<file path="config.mk">
export PLATFORM = sky130hd
export DESIGN_NAME = enhanced_packet_block_framer_core
export DESIGN_NICKNAME = d
export VERILOG_FILES = /design/src/rtl/ebf_pkg.sv /design/src/rtl/ebf_front.sv /design/src/rtl/ebf_queue.sv /design/src/rtl/ebf_back.sv /design/src/rtl/enhanced_packet_block_framer_core.sv
export SDC_FILE = /design/constraint.sdc
export NUM_CORES = 1
export LEC_CHECK = 0
export ABC_AREA = 1
export ABC_CLOCK_PERIOD_IN_PS = 6750
export BUFFER_PORTS_ARGS = -buffer_cell sky130_fd_sc_hd__buf_2
export CAP_MARGIN = 20
export CORE_ASPECT_RATIO = 1.5
export CORE_MARGIN = 1
export CORE_UTILIZATION = 40
export DETAILED_ROUTE_END_ITERATION = 6
export PLACE_DENSITY = 0.58
export RECOVER_POWER = 100
export SETUP_SLACK_MARGIN = 0.15
export SLEW_MARGIN = 20
export SYNTH_ARGS = -nofsm -noshare
export SYNTH_HDL_FRONTEND = slang
export SYNTH_HIERARCHICAL = 1
export SYNTH_SLANG_ARGS = --single-unit
</file>
<file path="constraint.sdc">
create_clock -name i_clk -period 6.75 [get_ports i_clk]
set_input_delay 0.3375 -clock i_clk [delete_from_list [all_inputs] [get_ports i_clk]]
set_output_delay 0.3375 -clock i_clk [all_outputs]
set_load 0.02 [all_outputs]
</file>
<file path="src/rtl/ebf_pkg.sv">
// Shared types and constants for the enhanced packet block framer.
// Used by every module of the framer; depends on nothing else.
package ebf_pkg;

    // Item kinds on the input channel. The fourth code means nothing and is ignored.
    localparam logic [1:0] KIND_START = 2'd0;
    localparam logic [1:0] KIND_DATA  = 2'd1;
    localparam logic [1:0] KIND_DONE  = 2'd2;

    // Capacity of one block in packet bytes, and the widths that follow from it.
    localparam int MAX_PACKET_BYTES = 65504;
    localparam int BC_W             = $clog2(MAX_PACKET_BYTES + 1);
    localparam int ADDR_W           = 14;

    // Block layout.
    localparam logic [31:0]       BLOCK_TYPE_EPB = 32'd6;
    localparam logic [31:0]       HDR_BYTES      = 32'd32;
    localparam logic [ADDR_W-1:0] DATA_BASE      = ADDR_W'(7);
    localparam logic [ADDR_W-1:0] ADDR_TYPE      = ADDR_W'(0);
    localparam logic [ADDR_W-1:0] ADDR_TOTAL     = ADDR_W'(1);
    localparam logic [ADDR_W-1:0] ADDR_IFACE     = ADDR_W'(2);
    localparam logic [ADDR_W-1:0] ADDR_TS_HI     = ADDR_W'(3);
    localparam logic [ADDR_W-1:0] ADDR_TS_LO     = ADDR_W'(4);
    localparam logic [ADDR_W-1:0] ADDR_CAPLEN    = ADDR_W'(5);
    localparam logic [ADDR_W-1:0] ADDR_PKTLEN    = ADDR_W'(6);

    // Command queue depth.
    localparam int Q_DEPTH = 4;
    localparam int Q_PTR_W = $clog2(Q_DEPTH);

    // One command from the front to the back: a finished data word or a block close.
    typedef struct packed {
        logic              finish;
        logic              trunc;
        logic [ADDR_W-1:0] addr;
        logic [31:0]       data;
        logic [BC_W-1:0]   byte_count;
        logic [23:0]       partial;
        logic [31:0]       iface;
        logic [63:0]       timestamp;
    } t_cmd;

    // Word sequencer of the back part.
    typedef enum logic [3:0] {
        ST_IDLE,
        ST_DATA,
        ST_PART,
        ST_TRAIL,
        ST_H0,
        ST_H1,
        ST_H2,
        ST_H3,
        ST_H4,
        ST_H5,
        ST_H6
    } t_step;

endpackage

</file>
<file path="src/rtl/ebf_front.sv">
// Front part of the framer: takes input items, tracks the open block and
// pushes data-word and block-close commands. Depends on ebf_pkg.
module ebf_front (
    input  logic                         i_clk,
    input  logic                         i_rst_n,
    input  logic                         i_accept,
    input  logic [1:0]                   i_kind,
    input  logic [31:0]                  i_iface,
    input  logic [63:0]                  i_timestamp,
    input  logic [7:0]                   i_data_byte,
    output logic                         o_push,
    output ebf_pkg::t_cmd                o_cmd
);

    logic                     r_open, n_open;
    logic                     r_ovf, n_ovf;
    logic [ebf_pkg::BC_W-1:0] r_bc, n_bc;
    logic [23:0]              r_partial, n_partial;
    logic [31:0]              r_iface, n_iface;
    logic [63:0]              r_ts, n_ts;
    logic [ebf_pkg::BC_W-1:0] bc_inc;

    always_ff @(posedge i_clk) begin
        if (!i_rst_n) begin
            r_open    <= 1'b0;
            r_ovf     <= 1'b0;
            r_bc      <= '0;
            r_partial <= '0;
            r_iface   <= '0;
            r_ts      <= '0;
        end else begin
            r_open    <= n_open;
            r_ovf     <= n_ovf;
            r_bc      <= n_bc;
            r_partial <= n_partial;
            r_iface   <= n_iface;
            r_ts      <= n_ts;
        end
    end

    assign bc_inc = r_bc + 1'b1;

    always_comb begin
        n_open    = r_open;
        n_ovf     = r_ovf;
        n_bc      = r_bc;
        n_partial = r_partial;
        n_iface   = r_iface;
        n_ts      = r_ts;
        o_push    = 1'b0;

        o_cmd            = '0;
        o_cmd.trunc      = r_ovf;
        o_cmd.byte_count = r_bc;
        o_cmd.partial    = r_partial;
        o_cmd.iface      = r_iface;
        o_cmd.timestamp  = r_ts;
        o_cmd.data       = {i_data_byte, r_partial};
        o_cmd.addr       = ebf_pkg::ADDR_W'(bc_inc >> 2) + ebf_pkg::ADDR_PKTLEN;

        if (i_accept) begin
            case (i_kind)
                ebf_pkg::KIND_START: begin
                    n_open    = 1'b1;
                    n_ovf     = 1'b0;
                    n_bc      = '0;
                    n_partial = '0;
                    n_iface   = i_iface;
                    n_ts      = i_timestamp;
                end
                ebf_pkg::KIND_DATA: begin
                    if (r_open) begin
                        if (r_bc >= ebf_pkg::BC_W'(ebf_pkg::MAX_PACKET_BYTES)) begin
                            // A full block drops the byte and remembers it.
                            n_ovf = 1'b1;
                        end else begin
                            n_bc = bc_inc;
                            if (r_bc[1:0] == 2'd3) begin
                                n_partial = '0;
                                o_push    = 1'b1;
                            end else begin
                                n_partial = r_partial
                                          | (24'(i_data_byte) << {r_bc[1:0], 3'b000});
                            end
                        end
                    end
                end
                ebf_pkg::KIND_DONE: begin
                    if (r_open) begin
                        o_cmd.finish = 1'b1;
                        o_push       = 1'b1;
                        n_open       = 1'b0;
                        n_partial    = '0;
                    end
                end
                default: begin
                end
            endcase
        end
    end

endmodule

</file>
<file path="src/rtl/ebf_queue.sv">
// Short command queue between the front and back parts of the framer.
// The head is visible without a read request. Depends on ebf_pkg.
module ebf_queue (
    input  logic          i_clk,
    input  logic          i_rst_n,
    input  logic          i_push,
    input  ebf_pkg::t_cmd i_cmd,
    input  logic          i_pop,
    output logic          o_full,
    output logic          o_nonempty,
    output ebf_pkg::t_cmd o_head
);

    ebf_pkg::t_cmd                r_mem [ebf_pkg::Q_DEPTH];
    logic [ebf_pkg::Q_PTR_W-1:0]  r_wr, r_rd;
    logic [ebf_pkg::Q_PTR_W:0]    r_cnt;

    assign o_full     = (r_cnt == (ebf_pkg::Q_PTR_W + 1)'(ebf_pkg::Q_DEPTH));
    assign o_nonempty = (r_cnt != '0);
    assign o_head     = r_mem[r_rd];

    always_ff @(posedge i_clk) begin
        if (i_push) begin
            r_mem[r_wr] <= i_cmd;
        end
    end

    always_ff @(posedge i_clk) begin
        if (!i_rst_n) begin
            r_wr  <= '0;
            r_rd  <= '0;
            r_cnt <= '0;
        end else begin
            if (i_push) begin
                r_wr <= r_wr + 1'b1;
            end
            if (i_pop) begin
                r_rd <= r_rd + 1'b1;
            end
            case ({i_push, i_pop})
                2'b10:   r_cnt <= r_cnt + 1'b1;
                2'b01:   r_cnt <= r_cnt - 1'b1;
                default: r_cnt <= r_cnt;
            endcase
        end
    end

endmodule

</file>
<file path="src/rtl/ebf_back.sv">
// Back part: turns queued commands into block words in the output register,
// one word per cycle while the receiver is ready. Depends on ebf_pkg.
module ebf_back (
    input  logic                              i_clk,
    input  logic                              i_rst_n,
    input  logic                              i_nonempty,
    input  ebf_pkg::t_cmd                     i_head,
    output logic                              o_pop,
    output logic                              o_valid,
    input  logic                              i_ready,
    output logic [ebf_pkg::ADDR_W-1:0]        o_word_addr,
    output logic [31:0]                       o_word_data,
    output logic                              o_truncated,
    output logic                              o_last_word
);

    ebf_pkg::t_step              r_step, n_step;
    ebf_pkg::t_step              act_step, nxt_step;
    ebf_pkg::t_cmd               r_cur, n_cur;
    ebf_pkg::t_cmd               act;
    logic                        have, adv, emit;
    logic                        r_valid;
    logic [ebf_pkg::ADDR_W-1:0]  r_addr, g_addr;
    logic [31:0]                 r_data, g_data;
    logic                        r_trunc, r_last, g_last;
    logic [ebf_pkg::BC_W-2:0]    words;
    logic [31:0]                 total;

    always_ff @(posedge i_clk) begin
        if (!i_rst_n) begin
            r_step  <= ebf_pkg::ST_IDLE;
            r_valid <= 1'b0;
        end else begin
            r_step <= n_step;
            if (adv) begin
                r_valid <= emit;
            end
        end
    end

    always_ff @(posedge i_clk) begin
        r_cur <= n_cur;
        if (emit) begin
            r_addr  <= g_addr;
            r_data  <= g_data;
            r_trunc <= act.trunc;
            r_last  <= g_last;
        end
    end

    // Pick the command in work: the held close command, or the queue head.
    always_comb begin
        if (r_step == ebf_pkg::ST_IDLE) begin
            act  = i_head;
            have = i_nonempty;
            if (!i_head.finish) begin
                act_step = ebf_pkg::ST_DATA;
            end else if (i_head.byte_count[1:0] != 2'd0) begin
                act_step = ebf_pkg::ST_PART;
            end else begin
                act_step = ebf_pkg::ST_TRAIL;
            end
        end else begin
            act      = r_cur;
            have     = 1'b1;
            act_step = r_step;
        end
    end

    assign adv   = !r_valid || i_ready;
    assign emit  = adv && have;
    assign o_pop = emit && (r_step == ebf_pkg::ST_IDLE);

    // Word count rounds the kept bytes up to whole words.
    assign words = (ebf_pkg::BC_W - 1)'(({1'b0, act.byte_count} + 3'd3) >> 2);
    assign total = ebf_pkg::HDR_BYTES + (32'(words) << 2);

    always_comb begin
        g_addr   = act.addr;
        g_data   = act.data;
        g_last   = 1'b0;
        nxt_step = ebf_pkg::ST_IDLE;
        case (act_step)
            ebf_pkg::ST_DATA: begin
                nxt_step = ebf_pkg::ST_IDLE;
            end
            ebf_pkg::ST_PART: begin
                g_addr   = ebf_pkg::ADDR_W'(act.byte_count >> 2) + ebf_pkg::DATA_BASE;
                g_data   = {8'd0, act.partial};
                nxt_step = ebf_pkg::ST_TRAIL;
            end
            ebf_pkg::ST_TRAIL: begin
                g_addr   = ebf_pkg::ADDR_W'(words) + ebf_pkg::DATA_BASE;
                g_data   = total;
                nxt_step = ebf_pkg::ST_H0;
            end
            ebf_pkg::ST_H0: begin
                g_addr   = ebf_pkg::ADDR_TYPE;
                g_data   = ebf_pkg::BLOCK_TYPE_EPB;
                nxt_step = ebf_pkg::ST_H1;
            end
            ebf_pkg::ST_H1: begin
                g_addr   = ebf_pkg::ADDR_TOTAL;
                g_data   = total;
                nxt_step = ebf_pkg::ST_H2;
            end
            ebf_pkg::ST_H2: begin
                g_addr   = ebf_pkg::ADDR_IFACE;
                g_data   = act.iface;
                nxt_step = ebf_pkg::ST_H3;
            end
            ebf_pkg::ST_H3: begin
                g_addr   = ebf_pkg::ADDR_TS_HI;
                g_data   = act.timestamp[63:32];
                nxt_step = ebf_pkg::ST_H4;
            end
            ebf_pkg::ST_H4: begin
                g_addr   = ebf_pkg::ADDR_TS_LO;
                g_data   = act.timestamp[31:0];
                nxt_step = ebf_pkg::ST_H5;
            end
            ebf_pkg::ST_H5: begin
                g_addr   = ebf_pkg::ADDR_CAPLEN;
                g_data   = 32'(act.byte_count);
                nxt_step = ebf_pkg::ST_H6;
            end
            ebf_pkg::ST_H6: begin
                g_addr   = ebf_pkg::ADDR_PKTLEN;
                g_data   = 32'(act.byte_count);
                g_last   = 1'b1;
                nxt_step = ebf_pkg::ST_IDLE;
            end
            default: begin
                nxt_step = ebf_pkg::ST_IDLE;
            end
        endcase
    end

    always_comb begin
        n_step = r_step;
        n_cur  = r_cur;
        if (emit) begin
            n_step = nxt_step;
            n_cur  = act;
        end
    end

    assign o_valid     = r_valid;
    assign o_word_addr = r_addr;
    assign o_word_data = r_data;
    assign o_truncated = r_trunc;
    assign o_last_word = r_last;

endmodule

</file>
<file path="src/rtl/enhanced_packet_block_framer_core.sv">
// Top level of the enhanced packet block framer.
// Instantiates ebf_front, ebf_queue and ebf_back; depends on ebf_pkg.
//
// Usage:
// The input channel (i_valid / o_ready) carries items of three kinds: a start
// item opens a block and latches the interface id and timestamp, a data item
// adds one packet byte, and a done item closes the block. The output channel
// (o_valid / i_ready) carries the block as 32-bit little-endian words, each
// with its word offset inside the block, a truncation flag and a last-word
// flag on the packet-length header word that ends every block.
// Data words leave in order as they fill, starting at offset 7; a done item
// then yields the padded partial word if any, the trailing total length and
// the seven header words at offsets 0 to 6, in that order.
// A word is written into the command queue at the transfer of the item that
// completes it, and the back part then moves it into the output register.
// Throughput: one input transfer per cycle while the command queue has room,
// and one output word per cycle while the receiver is ready; a done item
// yields 8 or 9 output words from the sequencer, which the four-entry command
// queue between the front and back parts absorbs.
// Reset (synchronous, active low) closes any open block, empties the queue
// and drops the output valid. When the receiver stalls, the output word holds
// in its register, the queue fills, and o_ready falls once it is full.
module enhanced_packet_block_framer_core (
    input  logic                       i_clk,
    input  logic                       i_rst_n,
    input  logic                       i_valid,
    output logic                       o_ready,
    input  logic [1:0]                 i_kind,
    input  logic [31:0]                i_iface,
    input  logic [63:0]                i_timestamp,
    input  logic [7:0]                 i_data_byte,
    output logic                       o_valid,
    input  logic                       i_ready,
    output logic [ebf_pkg::ADDR_W-1:0] o_word_addr,
    output logic [31:0]                o_word_data,
    output logic                       o_truncated,
    output logic                       o_last_word
);

    logic          accept;
    logic          push, pop, q_full, q_nonempty;
    ebf_pkg::t_cmd push_cmd, head_cmd;

    // The front never needs more than one queue slot per transfer, so a
    // free slot is all it takes to accept the next item.
    assign o_ready = !q_full;
    assign accept  = i_valid && o_ready;

    ebf_front u_front (
        .i_clk       (i_clk),
        .i_rst_n     (i_rst_n),
        .i_accept    (accept),
        .i_kind      (i_kind),
        .i_iface     (i_iface),
        .i_timestamp (i_timestamp),
        .i_data_byte (i_data_byte),
        .o_push      (push),
        .o_cmd       (push_cmd)
    );

    ebf_queue u_queue (
        .i_clk      (i_clk),
        .i_rst_n    (i_rst_n),
        .i_push     (push),
        .i_cmd      (push_cmd),
        .i_pop      (pop),
        .o_full     (q_full),
        .o_nonempty (q_nonempty),
        .o_head     (head_cmd)
    );

    ebf_back u_back (
        .i_clk       (i_clk),
        .i_rst_n     (i_rst_n),
        .i_nonempty  (q_nonempty),
        .i_head      (head_cmd),
        .o_pop       (pop),
        .o_valid     (o_valid),
        .i_ready     (i_ready),
        .o_word_addr (o_word_addr),
        .o_word_data (o_word_data),
        .o_truncated (o_truncated),
        .o_last_word (o_last_word)
    );

endmodule

</file>
==> results.toml <==
[synthesis]
synthFlopType = "edfxtp_1"
synthDistinctLibCells = 50
synth_area_leaders = "edfxtp_1 63%, dfxtp_1 6.6%, nand2_1 6.3%"
yosysTopAreaCellShare = 0.630
synth-async-reset-ratio = 0
yosysTopAreaCell = "edfxtp_1"
yosysWarningCount = 6
yosysSeqAreaShare = 0.696
netlist_area_um2 = 46100
syn-num-nets = 4203
ys_seq_elements = 1118
avgSynthCellArea_um2 = 11.3
synth_edf_count = 966
netlist_instances = 4078

[global_route]
grt_pass1_vias = 29500
grt_usage = 0.216
grt_first_pass_wirelength_um = 188000
antenna_found_initial = 3
grt_max_degree = 179
grt_overflow_total = 0

[placed_design]
dp_cells = 5564
placement.io_buffers = 159
routabilityCongestion = 0.931
dp_hpwl_um = 81000

[finish]
num-fill-cells = 10600
drive_above_1_share = 0.0927
most-common-layout-cells = "966 x edfxtp_1, 769 x nand2_1, 680 x nor2_1, 445 x o21ai_0, 184 x o22ai_1"
fin_cells = 5859
layout_commonest_cell = "edfxtp_1"
nNetsFinal = 4357
final_util = 0.455
areaGrowthSynthToFinish_pct = 12.8

[sta]
drv_slew = 833
tightest_slew_ns = 3.57
max-slew-margin-rel = -1.38
hold_violations = 0
setup_viol = 0
fmax_mhz = 177
rsz0062_at_grt = "false"
fin_crit_sh = 0.835
min_period_ns = 5.64
tns_ns = 0
fin_skew_ns = 0.0220

[min_path]
min_path_type = "in2reg"
holdCritStartpoint = "i_ready"

[routing]
drcViolationCount = 0
routed_wl_um = 127000
firstDrtPassIters = 5
wl_per_cell_um = 21.7
route.vias.total = 30600
antenna_left = 0
wl_met2_um = 66100
met3_length_um = 5460
top_layer_used = "met4"
drt_iter0_markers = 2236
wl_met1_um = 51000
via_per_inst = 5.23

[run]
drv_cap = 17

[floorplanning]
start_util = 0.403
rows = 152
die-height_um = 418
die_x_um = 279
io_pins = 160
dieArea_um2 = 117000
coreArea_um2 = 114000

[cts]
clock_sinks = 1118
cts_tree = "built"
htree_levels = 3
cts_made_buffers = 101
cts_resized = 0
clk_latency_ns = 0.71
clkTransAtPathRegs_ns = 0.07
clock_path_buffers = 3
root_buffer = "clkbuf_16"

[critical_path]
arrival_ns = 6.20
crit_path_start_kind = "flop"
critPathCaptureType = "flop"
path_class = "reg2reg"
critPathMaxFanout = 81
crit_required_ns = 7.31

[power_and_ir_drop]
pwr_density_cell_nw_per_um2 = 460
p_leak_nw = 18.9
vdd_drop_max_v = 0.000464
total_power_mw = 23.9

[run_status]
outcome = "complete, but fails checks"
violations = "max-capacitance violations, max-slew violations"
## final timing paths
path                                  to  slack [ns]  depth (start not counted)
setup / recovery  u_back/o_word_data[12]        1.11                         15
hold / removal            u_back/o_valid        0.09                          4
setup reg to reg  u_back/o_word_data[12]        1.11                         15
hold reg to reg                     flop        0.45                          1
## where the power goes
group	switching [mW]	leakage [nW]	internal, mW
registers	0.546	10.6	9.14
clock network	2.56	1.65	3.31
logic	6.34	6.66	1.99
total	9.44	18.9	14.5
## sequential cells by signal, indices dropped and copies added (netlist names), named ones only
| register | flops |
|---|---|
| u_back/o_last_word | 1 |
| u_front/r_open | 1 |
| u_front/r_ovf | 1 |
| u_front/r_partial | 24 |
| u_front/r_iface | 32 |
| u_back/r_cur | 182 |
| u_back/o_word_data | 32 |
| u_queue/r_wr | 2 |
| u_queue/r_rd | 2 |
| u_front/r_ts | 64 |
| u_back/o_truncated | 1 |
| u_back/o_valid | 1 |
| u_queue/r_mem | 736 |
| u_queue/r_cnt | 3 |
| u_back/r_step | 4 |
| u_front/r_bc | 16 |
| u_back/o_word_addr | 14 |
## final cells by class
| class | count | area [µm²] | share of cell area |
|---|---|---|---|
| inverter | 159 | 644 | 0.0124 |
| timing repair buffer | 304 | 2130 | 0.0409 |
| tap | 1540 | 1930 | 0.0371 |
| multi-input combinational | 2548 | 11800 | 0.228 |
| antenna | 2 | 5.00 | 0.0000963 |
| sequential | 1118 | 32100 | 0.617 |
| clock inverter | 54 | 544 | 0.0105 |
| clock buffer | 134 | 2840 | 0.0546 |
## critical path: stages, from the launching register on
cell	delay, ns
dfxtp_4	0.59
inv_6	0.63
o21ai_0	0.19
o22ai_1	0.15
inv_1	0.09
nand3_1	0.10
nand2_2	0.08
inv_1	0.15
nand2_4	0.13
nor2_1	1.90
inv_1	0.62
nor2_1	0.26
a221oi_1	0.11
o211ai_1	0.25
nor2_1	0.06
a21oi_1	0.15
## Yosys cell counts, types with 31 or more instances
cell type and count:
buf_6 39, o21ai_1 120, nand2_2 34, nand2_1 767
dfxtp_1 152, inv_1 145, clkbuf_1 129, nor2_1 674
edfxtp_1 966, a21oi_1 66, buf_4 44, nand4_1 31
o21ai_0 410, buf_2 31, o22ai_1 184, nand3_1 85
## metrics by stage
step           worst slack (ns)  hold WS [ns]  instance area, µm²
3_5_place_dp               1.88         0.431               47800
5_1_grt                   0.835        0.0617               52000
6_report                   1.11        0.0881               52000
3_3_place_gp               2.02         0.424               47800
4_1_cts                    1.84        0.0116               52300
2_1_floorplan             0.240         0.412               46100
## cells by family after synthesis
group                    count (synthesis)  synth area share
adder cells (fa/ha/maj)                 15           0.00424
XOR/XNOR                                10           0.00190
buffers and inverters                  412            0.0453
AO/OA/AOI/OAI                          840             0.101
multiplexers                             7           0.00152
AND/OR/NAND/NOR                       1676             0.151
flip-flops                            1118             0.696
## metal layers
metal / vias up / GRT usage
li1: 14600 / -
met1: 15100 / 0.264
met2: 802 / 0.389
met3: 151 / 0.0239
met4: 0 / 0.0845
met5: - / 0
## repair_timing
action,CTS,global route
endpoints found under the hold margin,134,0
hold buffers,105,0
setup buffers,0,0
endpoints found under the setup margin,0,0
No activity file was read; power rests on OpenSTA's default activity.
